<file path="src/design/mahf_pkg.sv">
// Shared types, constants and lookup functions of the audio header finder.
`timescale 1ns / 1ps
`default_nettype none

package mahf_pkg;

    // Buffer bound; the position counter saturates here
    localparam int MAX_BUFFER_BYTES = 65536;
    localparam int POS_W            = $clog2(MAX_BUFFER_BYTES + 1);

    localparam logic [7:0] SYNC_BYTE  = 8'hFF;
    localparam logic [7:0] SYNC_MASK  = 8'hF8;
    localparam logic [7:0] LAYER_MASK = 8'h06;
    localparam logic [7:0] SRATE_MASK = 8'h0C;

    // Layer codes from the second header byte
    localparam logic [1:0] LAYER_RSVD = 2'd0;
    localparam logic [1:0] LAYER_III  = 2'd1;
    localparam logic [1:0] LAYER_II   = 2'd2;
    localparam logic [1:0] LAYER_I    = 2'd3;

    // Header bytes collected once the sync is complete
    localparam logic [1:0] HDR_BYTES = 2'd3;

    typedef struct packed {
        logic [7:0] data_byte;
        logic       last_byte;
    } t_in;

    typedef struct packed {
        logic        found;
        logic [15:0] header_offset;
        logic [1:0]  layer_code;
        logic [18:0] rate_bps;
        logic [15:0] sample_rate;
        logic [1:0]  channel_mode;
    } t_out;

    typedef enum logic [2:0] {
        PH_SEARCH  = 3'b001,
        PH_COLLECT = 3'b010,
        PH_DONE    = 3'b100
    } t_phase;

    // Bit rate in kbit/s by layer and index
    function automatic logic [8:0] rate_kbps(input logic [1:0] layer, input logic [3:0] idx);
        logic [8:0] k;
        k = 9'd0;
        case (layer)
            LAYER_I: begin
                case (idx)
                    4'd1:    k = 9'd32;
                    4'd2:    k = 9'd64;
                    4'd3:    k = 9'd96;
                    4'd4:    k = 9'd128;
                    4'd5:    k = 9'd160;
                    4'd6:    k = 9'd192;
                    4'd7:    k = 9'd224;
                    4'd8:    k = 9'd256;
                    4'd9:    k = 9'd288;
                    4'd10:   k = 9'd320;
                    4'd11:   k = 9'd352;
                    4'd12:   k = 9'd384;
                    4'd13:   k = 9'd416;
                    4'd14:   k = 9'd448;
                    default: k = 9'd0;
                endcase
            end
            LAYER_II: begin
                case (idx)
                    4'd1:    k = 9'd32;
                    4'd2:    k = 9'd48;
                    4'd3:    k = 9'd56;
                    4'd4:    k = 9'd64;
                    4'd5:    k = 9'd80;
                    4'd6:    k = 9'd96;
                    4'd7:    k = 9'd112;
                    4'd8:    k = 9'd128;
                    4'd9:    k = 9'd160;
                    4'd10:   k = 9'd192;
                    4'd11:   k = 9'd224;
                    4'd12:   k = 9'd256;
                    4'd13:   k = 9'd320;
                    4'd14:   k = 9'd384;
                    default: k = 9'd0;
                endcase
            end
            LAYER_III: begin
                case (idx)
                    4'd1:    k = 9'd32;
                    4'd2:    k = 9'd40;
                    4'd3:    k = 9'd48;
                    4'd4:    k = 9'd56;
                    4'd5:    k = 9'd64;
                    4'd6:    k = 9'd80;
                    4'd7:    k = 9'd96;
                    4'd8:    k = 9'd112;
                    4'd9:    k = 9'd128;
                    4'd10:   k = 9'd160;
                    4'd11:   k = 9'd192;
                    4'd12:   k = 9'd224;
                    4'd13:   k = 9'd256;
                    4'd14:   k = 9'd320;
                    default: k = 9'd0;
                endcase
            end
            default: k = 9'd0;
        endcase
        return k;
    endfunction

    // Sample rate in Hz by frequency code
    function automatic logic [15:0] sample_hz(input logic [1:0] code);
        logic [15:0] s;
        case (code)
            2'd0:    s = 16'd44100;
            2'd1:    s = 16'd48000;
            2'd2:    s = 16'd32000;
            default: s = 16'd0;
        endcase
        return s;
    endfunction

endpackage

`default_nettype wire

</file>
<file path="src/design/mahf_hdr_decode.sv">
// Field decode of the three collected bytes of a four-byte audio frame header.
`timescale 1ns / 1ps
`default_nettype none

module mahf_hdr_decode (
    input  wire logic [23:0]              i_window,
    input  wire logic [mahf_pkg::POS_W-1:0] i_sync_offset,
    output mahf_pkg::t_out                o_hdr
);

    logic [7:0]  b1;
    logic [7:0]  b2;
    logic [7:0]  b3;
    logic [1:0]  layer;
    logic [7:0]  layer_bits;
    logic [7:0]  srate_bits;
    logic [18:0] kbps_ext;

    assign b1         = i_window[23:16];
    assign b2         = i_window[15:8];
    assign b3         = i_window[7:0];
    assign layer_bits = b1 & mahf_pkg::LAYER_MASK;
    assign srate_bits = b2 & mahf_pkg::SRATE_MASK;
    assign layer      = layer_bits[2:1];
    assign kbps_ext   = {10'd0, mahf_pkg::rate_kbps(layer, b2[7:4])};

    // Assemble the result; reserved layer falls out of the table as zero
    always_comb begin
        o_hdr               = '0;
        o_hdr.found         = 1'b1;
        o_hdr.header_offset = 16'(i_sync_offset);
        o_hdr.layer_code    = layer;
        o_hdr.rate_bps      = 19'(kbps_ext * 19'd1000);
        o_hdr.sample_rate   = mahf_pkg::sample_hz(srate_bits[3:2]);
        o_hdr.channel_mode  = b3[7:6];
    end

endmodule

`default_nettype wire

</file>
<file path="src/design/mpeg_audio_header_finder.sv">
// Top level: byte input register, sync search state and result register.
`timescale 1ns / 1ps
`default_nettype none

// Scans a buffer delivered one byte per transfer for the first MPEG-1 audio
// sync (0xFF then a byte with its top five bits set) and returns one result
// per buffer: the parsed header, or found = 0 with all fields zero when the
// buffer ends before the header is complete or the buffer bound is reached.
// Bytes after the result are dropped until the byte marked last, which
// restarts the search. One byte is taken every cycle while the output is not
// stalled; each byte passes through the input register, and the result it
// completes is formed combinationally with the state update and loaded into
// the result register. No clearing pass is needed after reset.
module mpeg_audio_header_finder (
    input  wire logic           i_clk,
    input  wire logic           i_rst_n,
    input  wire logic           i_valid,
    output logic                o_stall,
    input  wire mahf_pkg::t_in  i_in,
    output logic                o_valid,
    input  wire logic           i_stall,
    output mahf_pkg::t_out      o_out
);

    localparam int POS_W = mahf_pkg::POS_W;

    // Input register
    logic           r_in_valid;
    mahf_pkg::t_in  r_in;

    // Search state
    logic [POS_W-1:0] r_pos,   n_pos;
    logic [7:0]       r_prev,  n_prev;
    mahf_pkg::t_phase r_phase, n_phase;
    logic [23:0]      r_win,   n_win;
    logic [1:0]       r_cnt,   n_cnt;
    logic [POS_W-1:0] r_sync,  n_sync;

    // Result register
    logic           r_out_valid;
    mahf_pkg::t_out r_out;

    logic           out_free;
    logic           proc_go;
    logic           res_v;
    mahf_pkg::t_out res;
    mahf_pkg::t_out hdr;
    logic [23:0]    hdr_win;
    logic           at_bound;
    logic           sync_hit;
    logic [7:0]     d_masked;

    assign out_free = !r_out_valid || !i_stall;
    assign proc_go  = r_in_valid && out_free;
    assign o_stall  = r_in_valid && !out_free;
    assign o_valid  = r_out_valid;
    assign o_out    = r_out;

    assign at_bound = (r_pos == POS_W'(mahf_pkg::MAX_BUFFER_BYTES));
    assign d_masked = r_in.data_byte & mahf_pkg::SYNC_MASK;
    assign sync_hit = (r_pos != '0) && (r_prev == mahf_pkg::SYNC_BYTE)
                      && (d_masked == mahf_pkg::SYNC_MASK);

    // Header window with the current byte shifted in
    assign hdr_win  = {r_win[15:0], r_in.data_byte};

    mahf_hdr_decode u_decode (
        .i_window      (hdr_win),
        .i_sync_offset (r_sync),
        .o_hdr         (hdr)
    );

    // Next state and result for the byte in the input register
    always_comb begin
        n_pos   = r_pos;
        n_prev  = r_in.data_byte;
        n_phase = r_phase;
        n_win   = r_win;
        n_cnt   = r_cnt;
        n_sync  = r_sync;
        res_v   = 1'b0;
        res     = '0;

        case (r_phase)
            mahf_pkg::PH_SEARCH: begin
                if (at_bound) begin
                    res_v   = 1'b1;
                    n_phase = mahf_pkg::PH_DONE;
                end else if (sync_hit) begin
                    n_sync  = r_pos - POS_W'(1);
                    n_win   = {16'd0, r_in.data_byte};
                    n_cnt   = 2'd1;
                    n_phase = mahf_pkg::PH_COLLECT;
                end
            end
            mahf_pkg::PH_COLLECT: begin
                if (at_bound) begin
                    res_v   = 1'b1;
                    n_phase = mahf_pkg::PH_DONE;
                end else begin
                    n_win = hdr_win;
                    n_cnt = r_cnt + 2'd1;
                    if (n_cnt == mahf_pkg::HDR_BYTES) begin
                        res_v   = 1'b1;
                        res     = hdr;
                        n_phase = mahf_pkg::PH_DONE;
                    end
                end
            end
            mahf_pkg::PH_DONE: begin
                n_phase = mahf_pkg::PH_DONE;
            end
            default: begin
                n_phase = mahf_pkg::PH_SEARCH;
            end
        endcase

        // Advance the position, saturating at the bound
        if (!at_bound) begin
            n_pos = r_pos + POS_W'(1);
        end

        // Close the buffer: report not found if nothing was given yet
        if (r_in.last_byte) begin
            if (!res_v && (n_phase != mahf_pkg::PH_DONE)) begin
                res_v = 1'b1;
                res   = '0;
            end
            n_pos   = '0;
            n_prev  = 8'd0;
            n_phase = mahf_pkg::PH_SEARCH;
            n_win   = 24'd0;
            n_cnt   = 2'd0;
            n_sync  = '0;
        end
    end

    // Input register: take a byte when empty or draining
    always_ff @(posedge i_clk) begin
        if (!i_rst_n) begin
            r_in_valid <= 1'b0;
        end else if (!r_in_valid || proc_go) begin
            r_in_valid <= i_valid;
        end
        if ((!r_in_valid || proc_go) && i_valid) begin
            r_in <= i_in;
        end
    end

    // Search state update
    always_ff @(posedge i_clk) begin
        if (!i_rst_n) begin
            r_pos   <= '0;
            r_prev  <= 8'd0;
            r_phase <= mahf_pkg::PH_SEARCH;
            r_win   <= 24'd0;
            r_cnt   <= 2'd0;
            r_sync  <= '0;
        end else if (proc_go) begin
            r_pos   <= n_pos;
            r_prev  <= n_prev;
            r_phase <= n_phase;
            r_win   <= n_win;
            r_cnt   <= n_cnt;
            r_sync  <= n_sync;
        end
    end

    // Result register: load a new result or drop the one transferred
    always_ff @(posedge i_clk) begin
        if (!i_rst_n) begin
            r_out_valid <= 1'b0;
        end else if (proc_go && res_v) begin
            r_out_valid <= 1'b1;
        end else if (!i_stall) begin
            r_out_valid <= 1'b0;
        end
        if (proc_go && res_v) begin
            r_out <= res;
        end
    end

endmodule

`default_nettype wire
</file>
<file path="config.mk">
export PLATFORM = sky130hd
export DESIGN_NAME = mpeg_audio_header_finder
export DESIGN_NICKNAME = d
export VERILOG_FILES = /design/src/design/mahf_pkg.sv /design/src/design/mahf_hdr_decode.sv /design/src/design/mpeg_audio_header_finder.sv
export SDC_FILE = /design/constraint.sdc
export NUM_CORES = 1
export LEC_CHECK = 0
export BUFFER_PORTS_ARGS = -buffer_cell sky130_fd_sc_hd__buf_2
export CORE_ASPECT_RATIO = 0.5
export CORE_UTILIZATION = 40
export CTS_CLUSTER_SIZE = 20
export DETAILED_ROUTE_END_ITERATION = 6
export PLACE_DENSITY_LB_ADDON = 0.15
export SYNTH_ARGS = -nofsm -noshare
export SYNTH_HDL_FRONTEND = slang
export SYNTH_SLANG_ARGS = --single-unit
</file>
<file path="constraint.sdc">
create_clock -name i_clk -period 6.8 [get_ports i_clk]
set_input_delay 0 -clock i_clk [delete_from_list [all_inputs] [get_ports i_clk]]
set_output_delay 0 -clock i_clk [all_outputs]
set_load 0.01 [all_outputs]
</file>
==> summary.txt, run 1 <==
Clock tree
  • CTS tree: yes
  • Worst-case clock buffer depth: 2
  • Root Buffer: clkbuf_16
  • CTS H-tree lvls: 4
  • Number of clock sinks: 123
  • CTS Buf Count: 17
  • CTS clk-pin slew, worst paths: ~0.050 ns
  • Post-CTS setup buffer count: 0
  • Clk Latency, worst-skew pair: 0.40 ns

Setup path
  • Slowest CP cell: fa_1
  • Crit path cell chain: mux2_2 > a22oi_1 > inv_1 > fa_1 > fa_1 > inv_1 > fa_1 > inv_1 > ha_1 > ha_1 > inv_1 > o21ai_0 > a2111oi_0 > nor2_1 > xnor2_1 > nor2_1
  • Crit end category: register
  • Worst path top cell family by delay: adder cells
  • Crit-path max cell delay: 0.56 ns
  • Buf/Inv on CP: 4
  • Crit path DAT: 4.91 ns
  • CP most frequent cell: inv_1
  • Critical path fanouts, max: 8
  • Worst EP required: ~6.9 ns
  • CP Class: register to register
  • CP Launch Type: register

Global route
  • Largest net degree at the start of global routing: 51
  • Vias in the first global route: 4524
  • First-pass GRT wire length: 21.8 mm
  • Grt ovf: 0
  • GRT Util Overall: about 16%
  • Initial antenna violation count: 0

Placed design
  • IO buf count: 59
  • Post-placement cell area: 6990 sq um
  • Placed cells: 896
  • Post-DP HPWL: ~9.0 mm
  • GP Congestion: 0.793

Detailed routing
  • First-pass iteration count of the detailed router: 5
  • Top routing layer used: met4
  • Routed wire per std cell: 13.7 microns
  • DR WL met2: 6.09 mm
  • Initial drt markers: 222
  • Residual DRC: 0
  • DR WL met3: 423 microns
  • Post-route ant nets: 0
  • Vias per inst: 4.85
  • Wl on met1: 6.33 mm
  • Vias: around 4600
  • Total Wirelength: approximately 13 mm

Synthesis
  • Leading area contributor after synthesis: edfxtp_1
  • Share of the synthesized area in the top cell type: 22.7%
  • Dominant cells by area after synthesis: edfxtp_1 23%, dfxtp_1 22%, ha_1 8.5%
  • Synthesized area: 6610 sq um
  • Async SR Flop Fraction: 0%
  • Syn Area/Cell: roughly 10 sq um
  • YS warnings: 0
  • Synth Flop Type: dfxtp_1
  • Count leader, synth: dfxtp_1
  • Synth top cells by count: 73 x dfxtp_1, 50 x edfxtp_1, 48 x nand2_1, 46 x nor2_1, 45 x ha_1
  • Post-synth cell types: 60
  • EDFF count, synth: 50
  • Cells after synthesis: 650
  • Synthesis-stage register bit count: 123
  • Seq/Total Area, Yosys: around 45%

Power and ir drop
  • Total Power: 1.74 mW
  • Leak pwr: 3.48 nW
  • Cell Pwr Density: between 200 and 250 nW/um^2
  • Peak supply drop: 0.192 mV

Timing
  • Min Tclk post-route: ~4.8 ns
  • Final hold vios: 0
  • Setup TNS Final: 0 ns
  • Unrepaired setup endpoints after global routing: no
  • Slew HR: 25.7%
  • # setup viols final: 0
  • Fin. max-slew vios: 0
  • Final worst-path cycle share: 70.3%
  • Worst Tran Pin Value: 1.11 ns
  • Worst Skew: 0.0154 ns
  • Achievable Freq: 0.209 GHz

Floorplanning
  • DIE AREA: ~17000 sq um
  • Die W: 184 microns
  • Die Height: 92.9 microns
  • Initial Util: 41.9%
  • # IOs: 71
  • Cell row count: 32
  • CORE AREA: ~16000 sq um

Cells and area
  • Final core occ: 48.7%
  • Area Overhead vs Synth: 16.3%
  • Finished Cell Area: roughly 7700 sq um
  • Share of layout cells above drive strength 1: 15.2%
  • Post-Layout Cell Count: 939
  • # nets final: 777
  • Inserted Diodes: 0

Flow run
  • Max Cap Viol: 0

Run status
  • Outcome: completed

Worst hold path
  • Worst min path class: input port to register
## power by group
group	total (mW)	internal [mW]	switching, mW
clock	0.888	0.578	0.310
combinational	0.0650	0.0261	0.0389
sequential	0.784	0.777	0.00738
## placed cells by master (no fill, tap or decap), types with 18 or more instances in the layout
| cell type | n |
|---|---|
| a21oi_1 | 20 |
| and2_1 | 36 |
| buf_2 | 59 |
| clkbuf_16 | 18 |
| dfxtp_1 | 73 |
| edfxtp_1 | 50 |
| ha_1 | 45 |
| inv_1 | 36 |
| nand2_1 | 48 |
| nor2_1 | 46 |
| nor2b_1 | 38 |
| o21ai_0 | 18 |
## layout make-up
type                            count  area [sq um]
Fill cell                        1507          8090
Clock buffer                       24           493
Sequential cell                   123          2960
Inverter                           38           174
Timing Repair Buffer               73           428
Clock inverter                      8          91.3
Multi-Input combinational cell    452          3260
Tap cell                          221           277
## through the flow
| step | setup WS, ns | hold WS, ns |
|---|---|---|
| 4_1_cts | 2.00 | 0.206 |
| 2_1_floorplan | 1.65 | 0.0989 |
| 3_5_place_dp | 2.01 | 0.179 |
| 5_1_grt | 1.69 | 0.257 |
| 6_report | 2.02 | 0.226 |
| 3_3_place_gp | 2.10 | 0.177 |
## cell families after synthesis
| family | share of synthesized area (%) |
|---|---|
| compound gates | 9.13 |
| xor+xnor | 4.37 |
| fa+ha+maj | 12.8 |
| buf+inv | 6.48 |
| flops | 44.8 |
| mux | 3.20 |
| other cells | 0.0568 |
| simple gates | 19.2 |
## layer usage
layer / vias to the layer above / GRT usage (%)
met5: - / 0
met4: 0 / 6.39
met3: 2 / 3.38
met2: 72 / 27.5
met1: 2166 / 20.8
li1: 2312 / -
## worst register-to-register path, delay by kind of cell (launching register included)
| family | cells | cell delay (ns) |
|---|---|---|
| fa+ha+maj | 5 | 2.15 |
| compound gates | 3 | 0.83 |
| flops | 1 | 0.47 |
| mux | 1 | 0.37 |
| buf+inv | 4 | 0.37 |
| xor+xnor | 1 | 0.17 |
| simple gates | 2 | 0.17 |
## what timing repair did
| item | CTS | global route |
|---|---|---|
| resized for setup | 0 | 0 |
| endpoints found under the setup margin | 0 | 0 |
| endpoints found under the hold margin | 11 | 0 |
| hold buffers | 11 | 0 |
## worst paths after layout
kind             start          to  slack (ns)  cells after the start
min            i_rst_n  r_in_valid        0.23                      2
max reg2reg  r_win[10]   o_out[36]        2.02                     16
max          r_win[10]   o_out[36]        2.02                     16
min reg2reg  r_sync[0]   r_sync[0]        0.47                      2
No activity file was read; power rests on OpenSTA's default activity.
==> inputs of run 2 (changes only) <==
Clock period 6.8 ns to 4.95 ns, I/O delays scaled along.
==> summary.txt, run 2 (synthesis gave the netlist of run 1 again) <==
Setup path
  • Crit end category: register
  • CP Class: register to register
  • Slowest CP cell: fa_1
  • Crit path cell chain: mux2_2 > a22oi_1 > inv_2 > fa_1 > fa_1 > inv_1 > fa_1 > inv_1 > ha_1 > ha_1 > inv_1 > o21ai_0 > a2111oi_1 > nor2_1 > xnor2_1 > nor2_1
  • Crit path DAT: 4.73 ns (-0.18 ns)
  • Reg2Reg Capture Point: o_out[36]
  • CP Launch Type: register
  • Reg2reg start: r_win[10]
  • Critical path fanouts, max: 8 (unchanged)
  • Worst EP required: 5.09 ns (-1.84 ns)
  • Reg-to-reg slack, setup: 0.37 ns (-1.65 ns)
  • Crit-path max cell delay: 0.55 ns (about the same)
  • R2R depth: 16 (unchanged)

Detailed routing
  • Routed wire per std cell: 14.0 microns (+2.0%)
  • Residual DRC: 0 (unchanged)
  • Vias per inst: 4.87 (+0.51%)
  • Initial drt markers: 227 (+2.3%)
  • Post-route ant nets: 0 (unchanged)
  • Total Wirelength: 13.2 mm (+2.3%)
  • Vias: 4585 (+0.72%)
  • First-pass iteration count of the detailed router: 4 (-1)

Flow run
  • Max Cap Viol: 0 (unchanged)

Worst hold path
  • Hold_sp: i_rst_n
  • Worst min path class: input port to register
  • Worst hold endpoint: r_prev[7]
  • Cell depth of the worst hold path: 2 (unchanged)

Timing
  • Fin. max-slew vios: 0 (unchanged)
  • Min Tclk post-route: 4.58 ns (-0.197 ns)
  • Final hold vios: 0 (unchanged)
  • Final worst-path cycle share: 92.6% (+22 points)
  • Setup TNS Final: 0 ns (unchanged)
  • Fin worst setup slack: 0.366 ns (-1.65 ns)
  • Worst Tran Pin Value: 1.19 ns (+0.0832 ns)
  • Unrepaired setup endpoints after global routing: no
  • # setup viols final: 0 (unchanged)
  • Achievable Freq: 0.218 GHz (+4.3%)
  • Worst hold slack: 0.230 ns (+0.00470 ns)
  • Worst Skew: 0.0128 ns (-0.00256 ns)
  • Slew HR: 20.2% (-5.6 points)

Clock tree
  • Root Buffer: clkbuf_16
  • Clk Latency, worst-skew pair: 0.41 ns (about the same)
  • CTS Buf Count: 17 (unchanged)
  • CTS tree: yes
  • Worst-case clock buffer depth: 2 (unchanged)
  • CTS clk-pin slew, worst paths: 0.06 ns (about the same)
  • Post-CTS setup buffer count: 0 (unchanged)
  • CTS H-tree lvls: 4 (unchanged)
  • Number of clock sinks: 123 (unchanged)

Cells and area
  • Share of layout cells above drive strength 1: 16.4% (+1.2 points)
  • Commonest non-fill, non-tap cell in the layout: dfxtp_1
  • Inserted Diodes: 0 (unchanged)
  • # nets final: 779 (+0.26%)
  • Multi-input gate area in the final layout: 3270 sq um (+0.35%)
  • Most frequent cells in the layout: 72 x dfxtp_1, 59 x buf_2, 50 x edfxtp_1, 48 x nand2_1, 46 x nor2_1
  • # fillers: 1506 (-0.066%)
  • Post-Layout Cell Count: 941 (+0.21%)
  • FF+latch area: 2960 sq um (about the same)
  • Area Overhead vs Synth: 16.8%

Power and ir drop
  • Leak pwr: 3.49 nW (+0.38%)
  • Cell Pwr Density: 310 nW/um^2 (+37%)
  • Peak supply drop: 0.245 mV (+28%)

Floorplanning
  • Initial Util: 41.9% (unchanged)
  • # IOs: 71 (unchanged)
  • DIE AREA: 17100 sq um (unchanged)
  • Die W: 184 microns (unchanged)
  • Cell row count: 32 (unchanged)
  • Die Height: 92.9 microns (unchanged)
  • CORE AREA: 15800 sq um (unchanged)

Global route
  • First-pass GRT wire length: 22.6 mm (+3.6%)
  • Grt ovf: 0 (unchanged)
  • Vias in the first global route: 4548 (+0.53%)
  • Largest net degree at the start of global routing: 51 (unchanged)
  • Initial antenna violation count: 0 (unchanged)
  • GRT Util Overall: 17.1% (+0.65 points)

Placed design
  • Setup Slack @ Placement: 0.195 ns (-1.82 ns)
  • Placed cells: 897 (+0.11%)
  • GP Congestion: 0.820 (+3.5%)
  • IO buf count: 59 (unchanged)
  • Post-DP HPWL: 9.18 mm (+1.5%)

Run status
  • Outcome: completed
[run 2: through the flow]
step | util, % | power, mW | instance area, sq um
2_1_floorplan | - | 1.16 | 6650
3_3_place_gp | 44.4 | 1.18 | 7010
3_5_place_dp | 44.4 | 1.18 | 7010
4_1_cts | 48.9 | 2.42 | 7710
5_1_grt | 48.9 | 2.48 | 7720
6_report | 48.9 | 2.39 | 7720
[run 2: worst max-delay path: cells and delay by family (launching register included)]
kind                       cells  cell delay (ns)
xor gates and xnor gates       1             0.17
AOI/OAI and AO/OA              3             0.78
buffers and inverters          4             0.31
muxes                          1             0.35
and+or+nand+nor                2             0.16
adders and majority gates      5             2.14
DFF                            1             0.42
[run 2: timing repair]
item                                    4_1_cts  5_1_grt
gates resized for setup                       0        3
endpoints found under the setup margin        0        4
hold buffers                                 12        0
hold endpoints to repair                     11        0
[run 2: how the worst max path moves through the flow]
stage / slack, ns / endpoint / startpoint
floorplan: 0.42 / o_out[36] / r_win[10]
global placement: 0.31 / o_out[36] / r_win[10]
detailed placement: 0.19 / o_out[36] / r_win[10]
CTS: 0.19 / o_out[36] / r_win[10]
global route: 0.06 / o_out[35] / r_win[10]
finish: 0.37 / o_out[36] / r_win[10]
[run 2: layout make-up]
class	count	share of cell area, %
inverters	38	2.25
clock buffers	19	5.74
multi-input cells	452	42.4
repair buffers	75	5.77
clock inverters	13	1.86
flip-flops and latches	123	38.4
well taps	221	3.58
[run 2: power by group]
part | switching (mW) | internal, mW | total [mW]
Clock | 0.467 | 0.757 | 1.22
Sequential | 0.00756 | 1.07 | 1.07
Combinational | 0.0580 | 0.0369 | 0.0950
Total | 0.533 | 1.86 | 2.39
[run 2: per-layer routing]
layer / up-vias / wire length, microns / track usage [%]
met5: - / 0 / 0
met4: 0 / 193 / 5.69
li1: 2319 / - / -
met1: 2182 / 6550 / 22.2
met3: 19 / 362 / 3.93
met2: 65 / 6090 / 27.9
